<file path="config.mk">
export PLATFORM = sky130hd
export DESIGN_NAME = range_hold_drive_controller
export DESIGN_NICKNAME = d
export VERILOG_FILES = /design/src/design/rhd_pkg.sv /design/src/design/rhd_front.sv /design/src/design/rhd_fifo.sv /design/src/design/rhd_back.sv /design/src/design/range_hold_drive_controller.sv
export SDC_FILE = /design/constraint.sdc
export NUM_CORES = 2
export LEC_CHECK = 0
export BUFFER_PORTS_ARGS = -buffer_cell sky130_fd_sc_hd__buf_2
export CAP_MARGIN = 5
export CORE_MARGIN = 2
export CORE_UTILIZATION = 69
export DETAILED_ROUTE_END_ITERATION = 8
export PLACE_DENSITY = 0.87
export SKIP_LAST_GASP = 1
export SYNTH_ARGS = -nofsm -noshare
export SYNTH_HDL_FRONTEND = slang
export SYNTH_SLANG_ARGS = --single-unit
</file>
<file path="constraint.sdc">
create_clock -name clk_i -period 10.25 [get_ports clk_i]
set_clock_uncertainty 0.1 [all_clocks]
set_input_delay 1.5375 -clock clk_i [delete_from_list [all_inputs] [get_ports clk_i]]
set_output_delay 1.5375 -clock clk_i [all_outputs]
set_load 0.01 [all_outputs]
</file>
<file path="src/design/rhd_pkg.sv">
`timescale 1ns / 1ps
// ----------------------------------------------------------------------------
// rhd_pkg
// Shared types, codes and helpers of the range-hold drive controller.
// ----------------------------------------------------------------------------
package rhd_pkg;

  localparam int CALIB_SAMPLES = 4;
  localparam int DRIVE_MAX     = 255;

  localparam int DIST_W  = 15;
  localparam int SUM_W   = DIST_W + $clog2(CALIB_SAMPLES);
  localparam int CNT_W   = $clog2(CALIB_SAMPLES + 1);
  localparam int DRV_W   = 9;

  // echo_us * 17 / 50 == (echo_us * 17 * ceil(2^27 / 50)) >> 27 for 16-bit echo
  localparam int          DIST_SHIFT = 27;
  localparam logic [25:0] DIST_RECIP = 26'd45634035;

  localparam int FIFO_DEPTH = 4;
  localparam int FIFO_AW    = $clog2(FIFO_DEPTH);

  localparam logic [7:0] CH_NEWLINE = 8'h0A;
  localparam logic [7:0] CH_SPACE   = 8'h20;
  localparam logic [7:0] CH_ZERO    = 8'h30;
  localparam logic [7:0] CH_ONE     = 8'h31;
  localparam logic [7:0] CH_TWO     = 8'h32;
  localparam logic [7:0] CH_LC_C    = 8'h63;
  localparam logic [7:0] CH_UC_C    = 8'h43;
  localparam logic [7:0] CH_LC_R    = 8'h72;
  localparam logic [7:0] CH_UC_R    = 8'h52;

  localparam logic [1:0] CFG_TRACK_SPEED = 2'd0;
  localparam logic [1:0] CFG_BAND_TOL    = 2'd1;
  localparam logic [1:0] CFG_SPIN_SPEED  = 2'd2;
  localparam logic [1:0] CFG_GYRO_GAIN   = 2'd3;

  typedef enum logic [2:0] {
    MODE_STANDBY = 3'd0,
    MODE_RELAY   = 3'd1,
    MODE_CALIB   = 3'd2,
    MODE_TRACK   = 3'd3,
    MODE_ROTATE  = 3'd4
  } mode_e;

  typedef enum logic [2:0] {
    CMD_NONE    = 3'd0,
    CMD_STANDBY = 3'd1,
    CMD_RELAY   = 3'd2,
    CMD_TRACK   = 3'd3,
    CMD_CALIB   = 3'd4,
    CMD_ROTATE  = 3'd5
  } cmd_e;

  typedef enum logic [1:0] {
    CLS_OTHER   = 2'd0,
    CLS_NEWLINE = 2'd1,
    CLS_SPACE   = 2'd2
  } cls_e;

  typedef struct packed {
    logic [7:0]  track_speed;
    logic [11:0] band_tol;
    logic [7:0]  spin_speed;
    logic [15:0] gyro_gain;
  } rhd_cfg_t;

  // one classified item as handed from the front end to the back end
  typedef struct packed {
    logic                    op;
    cls_e                    cls;
    cmd_e                    cmd;
    logic [DIST_W-1:0]       dist_mm;
    logic signed [DRV_W-1:0] fwd_a;
    logic signed [DRV_W-1:0] fwd_b;
    logic signed [DRV_W-1:0] bwd_a;
    logic signed [DRV_W-1:0] bwd_b;
  } rhd_item_t;

  typedef struct packed {
    logic                    report;
    logic                    ack;
    logic [DIST_W-1:0]       target;
    logic [DIST_W-1:0]       dist_mm;
    logic                    on;
    logic signed [DRV_W-1:0] drv_b;
    logic signed [DRV_W-1:0] drv_a;
    logic [2:0]              mode;
  } rhd_result_t;

  function automatic logic signed [DRV_W-1:0] clamp_drive(input logic signed [15:0] v);
    logic signed [15:0] lim;
    lim = 16'(DRIVE_MAX);
    if (v > lim) return DRV_W'(lim);
    if (v < -lim) return DRV_W'(-lim);
    return DRV_W'(v);
  endfunction

endpackage

</file>
<file path="src/design/rhd_front.sv">
`timescale 1ns / 1ps
// ----------------------------------------------------------------------------
// rhd_front
// Accepts items, classifies host bytes, scales the echo to millimetres and
// precomputes the four saturated track drives from the gyro product.
// ----------------------------------------------------------------------------
module rhd_front import rhd_pkg::*; (
  input  logic        clk_i,
  input  logic        rst_ni,
  input  rhd_cfg_t    cfg_i,
  input  logic        in_valid_i,
  output logic        in_ready_o,
  input  logic        op_i,
  input  logic [7:0]  host_byte_i,
  input  logic [15:0] echo_us_i,
  input  logic [15:0] gyro_rate_i,
  output logic        q_wr_o,
  output rhd_item_t   q_item_o,
  input  logic        q_full_i
);

  // stage 1: classify and multiply
  logic                   v1_q;
  logic                   op1_q;
  cls_e                   cls1_q;
  cmd_e                   cmd1_q;
  logic [DIST_W-1:0]      dist1_q;
  logic signed [32:0]     prod1_q;
  // stage 2: track drive candidates
  logic                   v2_q;
  rhd_item_t              item2_q;

  logic                   ready1, ready2;
  cls_e                   cls_d;
  cmd_e                   cmd_d;
  logic [41:0]            dmul;
  logic signed [32:0]     prod_d;
  logic signed [34:0]     spd, prod35;
  rhd_item_t              item2_d;

  assign ready2     = !v2_q || !q_full_i;
  assign ready1     = !v1_q || ready2;
  assign in_ready_o = ready1;
  assign q_wr_o     = v2_q && !q_full_i;
  assign q_item_o   = item2_q;

  always_comb begin
    cls_d = CLS_OTHER;
    if (host_byte_i == CH_NEWLINE) cls_d = CLS_NEWLINE;
    else if (host_byte_i == CH_SPACE) cls_d = CLS_SPACE;
    case (host_byte_i)
      CH_ZERO:          cmd_d = CMD_STANDBY;
      CH_ONE:           cmd_d = CMD_RELAY;
      CH_TWO:           cmd_d = CMD_TRACK;
      CH_LC_C, CH_UC_C: cmd_d = CMD_CALIB;
      CH_LC_R, CH_UC_R: cmd_d = CMD_ROTATE;
      default:          cmd_d = CMD_NONE;
    endcase
  end

  // DIST_RECIP already carries the factor 17
  assign dmul   = 42'(echo_us_i) * 42'(DIST_RECIP);
  assign prod_d = $signed({1'b0, cfg_i.gyro_gain}) * $signed(gyro_rate_i);

  // (+-s * 2^20 +- P) / 2^20, rounded toward zero, then saturated
  function automatic logic signed [DRV_W-1:0] scale_drive(input logic signed [34:0] v);
    logic signed [14:0] q;
    q = v[34:20];
    if (v[34] && (v[19:0] != 20'd0)) q = q + 15'sd1;
    return clamp_drive(16'(q));
  endfunction

  always_comb begin
    spd    = $signed({7'd0, cfg_i.track_speed, 20'd0});
    prod35 = 35'(prod1_q);
    item2_d.op      = op1_q;
    item2_d.cls     = cls1_q;
    item2_d.cmd     = cmd1_q;
    item2_d.dist_mm = dist1_q;
    item2_d.fwd_a   = scale_drive(spd + prod35);
    item2_d.fwd_b   = scale_drive(spd - prod35);
    item2_d.bwd_a   = scale_drive(-spd + prod35);
    item2_d.bwd_b   = scale_drive(-spd - prod35);
  end

  always_ff @(posedge clk_i or negedge rst_ni) begin
    if (!rst_ni) begin
      v1_q <= 1'b0;
      v2_q <= 1'b0;
    end else begin
      if (ready1) v1_q <= in_valid_i;
      if (ready2) v2_q <= v1_q;
    end
  end

  always_ff @(posedge clk_i) begin
    if (ready1) begin
      op1_q   <= op_i;
      cls1_q  <= cls_d;
      cmd1_q  <= cmd_d;
      dist1_q <= op_i ? dmul[DIST_SHIFT +: DIST_W] : '0;
      prod1_q <= prod_d;
    end
    if (ready2) item2_q <= item2_d;
  end

endmodule

</file>
<file path="src/design/rhd_fifo.sv">
`timescale 1ns / 1ps
// ----------------------------------------------------------------------------
// rhd_fifo
// Short item queue between the front end and the back end.
// ----------------------------------------------------------------------------
module rhd_fifo import rhd_pkg::*; (
  input  logic      clk_i,
  input  logic      rst_ni,
  input  logic      wr_i,
  input  rhd_item_t wr_item_i,
  output logic      full_o,
  input  logic      rd_i,
  output rhd_item_t rd_item_o,
  output logic      empty_o
);

  rhd_item_t            mem_q [FIFO_DEPTH];
  logic [FIFO_AW-1:0]   wp_q, rp_q;
  logic [FIFO_AW:0]     cnt_q;

  assign full_o    = (cnt_q == (FIFO_AW+1)'(FIFO_DEPTH));
  assign empty_o   = (cnt_q == '0);
  assign rd_item_o = mem_q[rp_q];

  always_ff @(posedge clk_i or negedge rst_ni) begin
    if (!rst_ni) begin
      wp_q  <= '0;
      rp_q  <= '0;
      cnt_q <= '0;
    end else begin
      if (wr_i) wp_q <= wp_q + 1'b1;
      if (rd_i) rp_q <= rp_q + 1'b1;
      if (wr_i && !rd_i) cnt_q <= cnt_q + 1'b1;
      else if (rd_i && !wr_i) cnt_q <= cnt_q - 1'b1;
    end
  end

  always_ff @(posedge clk_i) begin
    if (wr_i) mem_q[wp_q] <= wr_item_i;
  end

endmodule

</file>
<file path="src/design/rhd_back.sv">
`timescale 1ns / 1ps
// ----------------------------------------------------------------------------
// rhd_back
// Holds the controller state: line parser, mode, calibration average, drive
// registers. Executes one queued item per cycle into out_q when not stalled.
// ----------------------------------------------------------------------------
module rhd_back import rhd_pkg::*; (
  input  logic        clk_i,
  input  logic        rst_ni,
  input  rhd_cfg_t    cfg_i,
  input  rhd_item_t   item_i,
  input  logic        empty_i,
  output logic        pop_o,
  output logic        out_valid_o,
  input  logic        out_ready_i,
  output rhd_result_t out_o
);

  mode_e                   mode_q, mode_d;
  logic [DIST_W-1:0]       target_q, target_d;
  logic [SUM_W-1:0]        sum_q, sum_d, sum_n;
  logic [CNT_W-1:0]        cnt_q, cnt_d, cnt_n;
  cmd_e                    first_q, first_d;
  logic                    started_q, started_d;
  logic signed [DRV_W-1:0] drv_a_q, drv_a_d, drv_b_q, drv_b_d;
  logic                    on_q, on_d;
  logic                    ack, report;
  logic                    out_valid_q;
  rhd_result_t             out_q, res;
  logic [15:0]             band_hi;
  logic signed [16:0]      band_lo;
  logic [SUM_W-1:0]        avg;

  assign pop_o       = !empty_i && (!out_valid_q || out_ready_i);
  assign out_valid_o = out_valid_q;
  assign out_o       = out_q;

  assign sum_n   = sum_q + SUM_W'(item_i.dist_mm);
  assign cnt_n   = cnt_q + 1'b1;
  assign avg     = sum_n / SUM_W'(CALIB_SAMPLES);
  assign band_hi = {1'b0, target_q} + {4'd0, cfg_i.band_tol};
  assign band_lo = $signed({2'b00, target_q}) - $signed({5'd0, cfg_i.band_tol});

  always_comb begin
    mode_d    = mode_q;
    target_d  = target_q;
    sum_d     = sum_q;
    cnt_d     = cnt_q;
    first_d   = first_q;
    started_d = started_q;
    drv_a_d   = drv_a_q;
    drv_b_d   = drv_b_q;
    on_d      = on_q;
    ack       = 1'b0;
    report    = 1'b0;

    if (!item_i.op) begin
      if (item_i.cls == CLS_NEWLINE) begin
        ack       = 1'b1;
        started_d = 1'b0;
        if (started_q) begin
          case (first_q)
            CMD_STANDBY: begin
              mode_d = MODE_STANDBY;
              on_d = 1'b0; drv_a_d = '0; drv_b_d = '0;
            end
            CMD_RELAY: begin
              mode_d = MODE_RELAY;
              on_d = 1'b0; drv_a_d = '0; drv_b_d = '0;
            end
            CMD_TRACK: mode_d = MODE_TRACK;
            CMD_CALIB: begin
              mode_d = MODE_CALIB;
              on_d = 1'b0; drv_a_d = '0; drv_b_d = '0;
              sum_d = '0; cnt_d = '0;
            end
            CMD_ROTATE: begin
              mode_d = MODE_ROTATE;
              on_d = 1'b0; drv_a_d = '0; drv_b_d = '0;
            end
            default: ;
          endcase
        end
      end else if (item_i.cls == CLS_OTHER && !started_q) begin
        first_d   = item_i.cmd;
        started_d = 1'b1;
      end
    end else begin
      case (mode_q)
        MODE_CALIB: begin
          sum_d = sum_n;
          cnt_d = cnt_n;
          if (cnt_n >= CNT_W'(CALIB_SAMPLES)) begin
            target_d = avg[DIST_W-1:0];
            sum_d    = '0;
            cnt_d    = '0;
            mode_d   = MODE_TRACK;
          end
        end
        MODE_RELAY: report = 1'b1;
        MODE_TRACK: begin
          if ({1'b0, item_i.dist_mm} > band_hi) begin
            drv_a_d = item_i.fwd_a; drv_b_d = item_i.fwd_b; on_d = 1'b1;
          end else if ($signed({2'b00, item_i.dist_mm}) < band_lo) begin
            drv_a_d = item_i.bwd_a; drv_b_d = item_i.bwd_b; on_d = 1'b1;
          end else begin
            drv_a_d = '0; drv_b_d = '0; on_d = 1'b0;
          end
        end
        MODE_ROTATE: begin
          drv_a_d = clamp_drive($signed({8'd0, cfg_i.spin_speed}));
          drv_b_d = clamp_drive(-$signed({8'd0, cfg_i.spin_speed}));
          on_d    = 1'b1;
          report  = 1'b1;
        end
        default: ;
      endcase
    end

    res.mode    = mode_d;
    res.drv_a   = drv_a_d;
    res.drv_b   = drv_b_d;
    res.on      = on_d;
    res.dist_mm = item_i.dist_mm;
    res.target  = target_d;
    res.ack     = ack;
    res.report  = report;
  end

  always_ff @(posedge clk_i or negedge rst_ni) begin
    if (!rst_ni) begin
      mode_q      <= MODE_CALIB;
      target_q    <= DIST_W'(200);
      sum_q       <= '0;
      cnt_q       <= '0;
      first_q     <= CMD_NONE;
      started_q   <= 1'b0;
      drv_a_q     <= '0;
      drv_b_q     <= '0;
      on_q        <= 1'b0;
      out_valid_q <= 1'b0;
    end else begin
      if (pop_o) begin
        mode_q      <= mode_d;
        target_q    <= target_d;
        sum_q       <= sum_d;
        cnt_q       <= cnt_d;
        first_q     <= first_d;
        started_q   <= started_d;
        drv_a_q     <= drv_a_d;
        drv_b_q     <= drv_b_d;
        on_q        <= on_d;
        out_valid_q <= 1'b1;
      end else if (out_ready_i) begin
        out_valid_q <= 1'b0;
      end
    end
  end

  always_ff @(posedge clk_i) begin
    if (pop_o) out_q <= res;
  end

endmodule

</file>
<file path="src/design/range_hold_drive_controller.sv">
`timescale 1ns / 1ps
// ----------------------------------------------------------------------------
// range_hold_drive_controller
// Range-hold drive controller: host command lines and sensor samples in,
// one status item with mode, drives and distances out per input item.
// ----------------------------------------------------------------------------
// Takes one item per clock while the input is ready and returns exactly one
// result item for each, in order; the result passes through two front-end
// stages (byte decode, echo scaling and gyro multiply, then the saturated
// track drives), a four-entry queue, and the back-end state update that
// writes the output register. The input side keeps accepting while a result
// waits on the output, until the queue and front stages are full.
// Configuration writes apply at once and belong to idle periods only.
module range_hold_drive_controller import rhd_pkg::*; (
  input  logic        clk_i,
  input  logic        rst_ni,
  input  logic        cfg_we_i,
  input  logic [1:0]  cfg_idx_i,
  input  logic [15:0] cfg_data_i,
  input  logic        s_axis_tvalid,
  output logic        s_axis_tready,
  input  logic [39:0] s_axis_tdata,   // host_byte[7:0], echo_us[23:8], gyro_rate[39:24]
  input  logic        s_axis_tuser,   // op
  output logic        m_axis_tvalid,
  input  logic        m_axis_tready,
  output logic [55:0] m_axis_tdata    // mode[2:0], motor_a[11:3], motor_b[20:12],
                                      // motor_on[21], distance_mm[36:22],
                                      // target_mm[51:37], line_ack[52],
                                      // report_valid[53], zero[55:54]
);

  rhd_cfg_t    cfg_q;
  logic        q_wr, q_full, q_empty, q_rd;
  rhd_item_t   q_wr_item, q_rd_item;
  rhd_result_t res;

  always_ff @(posedge clk_i or negedge rst_ni) begin
    if (!rst_ni) begin
      cfg_q.track_speed <= 8'd80;
      cfg_q.band_tol    <= 12'd40;
      cfg_q.spin_speed  <= 8'd100;
      cfg_q.gyro_gain   <= 16'd7314;
    end else if (cfg_we_i) begin
      case (cfg_idx_i)
        CFG_TRACK_SPEED: cfg_q.track_speed <= cfg_data_i[7:0];
        CFG_BAND_TOL:    cfg_q.band_tol    <= cfg_data_i[11:0];
        CFG_SPIN_SPEED:  cfg_q.spin_speed  <= cfg_data_i[7:0];
        CFG_GYRO_GAIN:   cfg_q.gyro_gain   <= cfg_data_i;
        default: ;
      endcase
    end
  end

  rhd_front u_front (
    .clk_i       (clk_i),
    .rst_ni      (rst_ni),
    .cfg_i       (cfg_q),
    .in_valid_i  (s_axis_tvalid),
    .in_ready_o  (s_axis_tready),
    .op_i        (s_axis_tuser),
    .host_byte_i (s_axis_tdata[7:0]),
    .echo_us_i   (s_axis_tdata[23:8]),
    .gyro_rate_i (s_axis_tdata[39:24]),
    .q_wr_o      (q_wr),
    .q_item_o    (q_wr_item),
    .q_full_i    (q_full)
  );

  rhd_fifo u_fifo (
    .clk_i     (clk_i),
    .rst_ni    (rst_ni),
    .wr_i      (q_wr),
    .wr_item_i (q_wr_item),
    .full_o    (q_full),
    .rd_i      (q_rd),
    .rd_item_o (q_rd_item),
    .empty_o   (q_empty)
  );

  rhd_back u_back (
    .clk_i       (clk_i),
    .rst_ni      (rst_ni),
    .cfg_i       (cfg_q),
    .item_i      (q_rd_item),
    .empty_i     (q_empty),
    .pop_o       (q_rd),
    .out_valid_o (m_axis_tvalid),
    .out_ready_i (m_axis_tready),
    .out_o       (res)
  );

  assign m_axis_tdata = {2'b00, res.report, res.ack, res.target, res.dist_mm,
                         res.on, res.drv_b, res.drv_a, res.mode};

endmodule

</file>
# After elaboration in Yosys (flattened, before gate mapping)
# Memories as Yosys holds them, arrays and structs flattened.
# Index checks and enable logic that the tools add are counted.
[op_classes]
add_sub_neg = 18
n_mul = 2
n_lt_le_gt_ge = 13
eq_ne = 24
muxes = 97
bitwise_logic = 2
n_reduce_logical = 44
[ops]
columns = ["cell", "n"]
rows = [
  ["9-bit two-way mux", 32],
  ["15-bit two-way mux", 7],
  ["17-bit two-way mux", 6],
  ["20-bit nonzero test", 4],
  ["15-bit by 2-bit adder with 15-bit output, second input constant", 4],
  ["15-bit by 9-bit > comparator with 1-bit output, second input constant", 4],
  ["15-bit by 9-bit less-than comparator with 1-bit output, second input constant", 4],
  ["16-bit by 26-bit multiplier with 42-bit output, second input constant", 1],
  ["3-bit two-way mux", 13],
  ["9-bit one-hot mux with 2 select lines", 2],
  ["35-bit by 33-bit adder with 35-bit output", 1],
  ["28-bit negation with 35-bit output", 1],
  ["35-bit by 33-bit subtractor with 35-bit output", 1],
  ["29-bit by 33-bit adder with 34-bit output", 1],
  ["29-bit by 33-bit subtractor with 34-bit output", 1],
  ["17-bit by 16-bit multiplier with 33-bit output", 1],
  ["1-bit two-way mux", 33],
  ["8-bit by 6-bit == test with 1-bit output, second input constant", 4],
  ["8-bit by 7-bit == test with 1-bit output, second input constant", 4],
  ["3-bit one-hot mux with 5 select lines", 2],
  ["17-bit by 15-bit adder with 17-bit output", 1],
  ["16-bit by 17-bit less-than comparator with 1-bit output", 1],
  ["15-bit by 12-bit adder with 16-bit output", 1],
  ["15-bit by 16-bit > comparator with 1-bit output", 1],
  ["30 further kinds", 70],
]
[word_totals]
reg_bits = 280
ram_bits = 228
inputBits = 64
output_inout_bits = 58
word_cells = 241
memories = 1
[mem_list]
columns = ["memory", "depth", "width", "rd", "rd_ports_with_merged_regs", "write_ports", "line", "text"]
rows = [
  ["u_fifo.mem_q", 4, 57, 1, 0, 1, "rhd_fifo.sv:17", "rhd_item_t mem_q [FIFO_DEPTH];"],
]

# Longest topological paths before layout
[depth]
word_depth = 12
ltp_mapped = 27
depth_no_buf = 26

# Cells and area by module
# A second synthesis with hierarchy kept.
[hier_totals]
hier_cells = 3742
area_unflattened_um2 = 41682.5
[by_module_without_submodules]
columns = ["module", "n_inst", "cells_per_inst", "area_per_inst_um2", "seq_area_each_um2"]
rows = [
  ["rhd_front", 1, 2524, 23506.3, 3383.2],
  ["rhd_fifo", 1, 332, 8628.3, 7021.7],
  ["rhd_back", 1, 789, 7850.0, 3178.0],
  ["range_hold_drive_controller", 1, 97, 1697.9, 1117.3],
]

# Worst setup path before layout
# Ideal clock, no wire load.
[synth_path]
path_kind = "input to register"
startpoint = "input s_axis_tdata[27]"
endpoint = "register u_front.prod1_q[31], data pin"
setup_time_ns = 0.135
arrival_time_ns = 7.443
t_required_ns = 10.015
slack_ns = 2.572
stages = 23
path_buffers = 1
cell_sequence = "clkbuf_1 > nand2_1 > fa_1 > fa_1 > fa_1 > fa_1 > inv_1 > fa_1 > inv_1 > fa_1 > inv_1 > ha_1 > a21o_1 > a21oi_1 > nor2_1 > nor2_1 > o22ai_1 > a211o_1 > and3_1 > a221oi_1 > o21ai_0 > or4_1 > nand3_1"
[synth_via]
elab_chain_len = 1
[synth_lines]
columns = ["element", "line", "text"]
rows = [
  ["start: declaration", "range_hold_drive_controller.sv:22", "input logic [39:0] s_axis_tdata,"],
  ["17-bit by 16-bit multiplier with 33-bit output", "rhd_front.sv:63", "assign prod_d = $signed({1'b0, cfg_i.gyro_gain}) * $signed(gyro_rate_i);"],
  ["via u_front.prod_d[31]", "rhd_front.sv:37", "logic signed [32:0] prod_d;"],
  ["end signal: assignment", "rhd_front.sv:102", "prod1_q <= prod_d;"],
  ["end: declaration", "rhd_front.sv:28", "logic signed [32:0] prod1_q;"],
]
# The timed path passes the listed nets, and every way through them passes these cells.
# A chain may end at the register's enable or synchronous reset.

# Worst setup path after layout
[layout_path]
startpoint = "input s_axis_tdata[30]"
endpoint = "register u_front.prod1_q[31], data pin"
# Same word-level chain as after synthesis.

==> impl_metrics.py <==
metrics = {
    "worst_setup_path": {
        "end_kind": "flip-flop",
        "regToRegSetupSlack_ns": 2.91,
        "timing.rr.end": "u_front.prod1_q[31]",
        "cp.required_ns": 10.61,
        "r2r.worst_path.cells": 23,
        "crit_fanout": 16,
        "worstPathArrival_ns": 8.15,
        "critPathLaunchType": "input pin",
        "reg2reg_from": "cfg_q[5]",
        "crit_type": "in2reg",
    },
    "synthesis": {
        "synthFlopType": "edfxtp_1",
        "synth_edf_count": 393,
        "synthDistinctLibCells": 96,
        "ys_warn_count": 0,
        "synth_seq_cells": 508,
        "syn_inst": 3761,
        "async_flop_share_pct": 22.64,
        "seq_area_frac_synth_pct": 35.48,
        "netlist_area_um2": 41430,
        "syn_area_per_cell_um2": 11.02,
    },
    "min_path": {
        "hold-path-endpoint": "u_front.q_item_o[40]",
        "hold_path.class": "reg2reg",
        "hp-start": "u_front.dist1_q[4]",
        "min_path_cells": 0,
    },
    "cells_and_area": {
        "final_common_cell": "inv_1",
        "final_util_pct": 74.70,
        "synthToLayoutAreaGrowth_pct": 6.826,
        "fin_nets": 4648,
        "drive_above_1_share_pct": 10.46,
        "final_cell_mix": "inv_1, ha_1, edfxtp_1",
    },
    "detailed_routing": {
        "drt-initial-drc-count": 3038,
        "top_layer": "met5",
        "wl_per_cell_um": 22.45,
        "num_vias": 30020,
        "met3_wirelength_mm": 9.781,
        "drc_errors": 0,
        "m1WireLength_mm": 38.99,
        "route.final.wire_length_mm": 104.6,
        "dr_wl_met2_mm": 49.84,
        "drtPass1Iterations": 7,
        "postRouteAntennaNets": 0,
        "drt-vias-per-instance": 6.444,
    },
    "die": {
        "fp.dieW_um": 249.0,
        "rows": 89,
        "die-area_um2": 62020,
        "die_h_um": 249.0,
        "initial_core_util_pct": 69.93,
        "ios": 122,
        "core_um2": 59240,
    },
    "clock_network": {
        "cts_resized": 0,
        "cts_tree": "yes",
        "cts_buffers": 49,
        "h-tree-depth": 2,
        "clockBufferDepth": 3,
        "clk_pin_slew_ns": 0.06,
        "cts_root_buf": "clkbuf_16",
        "cts_hold_buf": 0,
        "clk_latency_ns": 0.61,
        "post-cts-setup-buffers": 0,
        "clock_sinks": 508,
    },
    "sta": {
        "setup_viol": 0,
        "post-route-period-util_pct": 75.93,
        "fin_crit_ns": 7.782,
        "hold_viol": 0,
        "setup_tns_ns": 0,
        "rsz0062_at_grt": "no",
        "fmax_mhz": 128.5,
        "maxSlewViolCount": 0,
        "relSlewSlack_pct": 12.35,
        "worst_pin_slew_ns": 1.312,
        "setup_ws_ns": 2.468,
    },
    "grt": {
        "track_usage_pct": 33.95,
        "grt-ovfl-total": 0,
        "grt_pass1_wl_mm": 165.2,
        "first_global_vias": 30470,
        "grt_max_degree": 78,
        "grt_antenna_before_repair": 9,
    },
    "run": {
        "drv_cap": 0,
    },
    "placed_design": {
        "pre_cts_ws_ns": 1.916,
        "gp_congestion": 0.9328,
        "io_buffers": 119,
        "post-dp-hpwl_mm": 74.58,
    },
    "status": {
        "status": "finished, final reports clean",
    },
}
[cell usage after synthesis, drive strengths merged, types with 55 or more instances]
cell    instances  area, um2
ha            417       5218
mux2           66      743.2
nor3           66      335.3
clkbuf         86      364.1
edfxtp        393      11800
fa            327       6546
dfrtp          98       2452
a21oi         161      809.5
nor2          174      653.1
xnor2         126       1119
xor2           57      499.2
inv           568       2132
mux4           57       1284
and2          150      943.4
nand3          55      275.3
nand2         277       1040
o21ai         116      584.3
[metrics by stage]
stage / area [um2] / std cells / hold WS (ns)
2_1_floorplan: 41430 / 3762 / 0.3003
3_3_place_gp: 42670 / 4562 / 0.3029
3_5_place_dp: 42670 / 4562 / 0.3045
4_1_cts: 44250 / 4654 / 0.3085
5_1_grt: 44250 / 4655 / 0.3098
6_report: 44260 / 4658 / 0.3175
[registers in the layout (all words and copies together), names as in the netlist, 9 cells and up]
name              count
u_back.out_o         54
u_front.q_item_o     57
u_front.prod1_q      33
u_front.dist1_q      15
u_back.target_q      15
u_back.drv_b_q        9
cfg_q                44
u_back.sum_q         17
u_fifo.mem_q        228
u_back.drv_a_q        9
[layout make-up]
class	count	area (um2)
antenna	4	10.01
sequential	508	14710
clock buffer	58	1260
timing repair buffer	136	725.7
clock inverter	34	317.8
tap	773	967.2
fill	3703	14990
inverter	571	2143
multi-input combinational	2574	24130
[logic make-up after synthesis]
kind of cell               count (synthesis)  share of synthesized area [%]
muxes                                    132                          5.110
and+or+nand+nor                          922                          11.07
AOI/OAI and AO/OA                        591                          9.704
adders and majority gates                744                          28.40
buffers and inverters                    680                          6.327
DFF                                      508                          35.48
xor gates and xnor gates                 183                          3.905
other                                      1                       0.009052
[worst max-delay path by stage]
stage	to	depth (start not counted)	slack, ns	startpoint
final	u_front.prod1_q[31]	24	2.47	s_axis_tdata[30]
after global routing	u_front.prod1_q[31]	25	2.07	s_axis_tdata[39]
after CTS	u_front.prod1_q[31]	25	2.53	s_axis_tdata[39]
after detailed placement	u_front.prod1_q[31]	25	1.92	s_axis_tdata[39]
after global placement	u_front.prod1_q[31]	24	2.12	s_axis_tdata[30]
after floorplan	u_front.prod1_q[31]	23	2.57	s_axis_tdata[27]
[routing by layer]
layer  global-route usage [%]  up-vias
met1                    43.73    14680
met5                        0        -
met3                    6.186      450
li1                         -    13110
met2                    55.99     1767
met4                    16.59       10
[critical path: stages]
cell and delay (ns):
buf_2 0.21, and2_1 0.23, fa_1 0.55, inv_1 0.06
fa_1 0.56, fa_1 0.44, fa_1 0.49, inv_1 0.05
fa_1 0.54, inv_1 0.06, fa_1 0.54, inv_1 0.06
ha_1 0.35, a21o_1 0.21, a21oi_1 0.19, nor2_1 0.07
nor2_1 0.16, o22ai_1 0.13, a211o_1 0.32, and3_1 0.23
a221oi_1 0.42, o21ai_0 0.23, or4_1 0.44, nand3_1 0.09
Power is not shown: default switching activity piles up to over one toggle a cycle in this logic, so the estimate is an artifact.
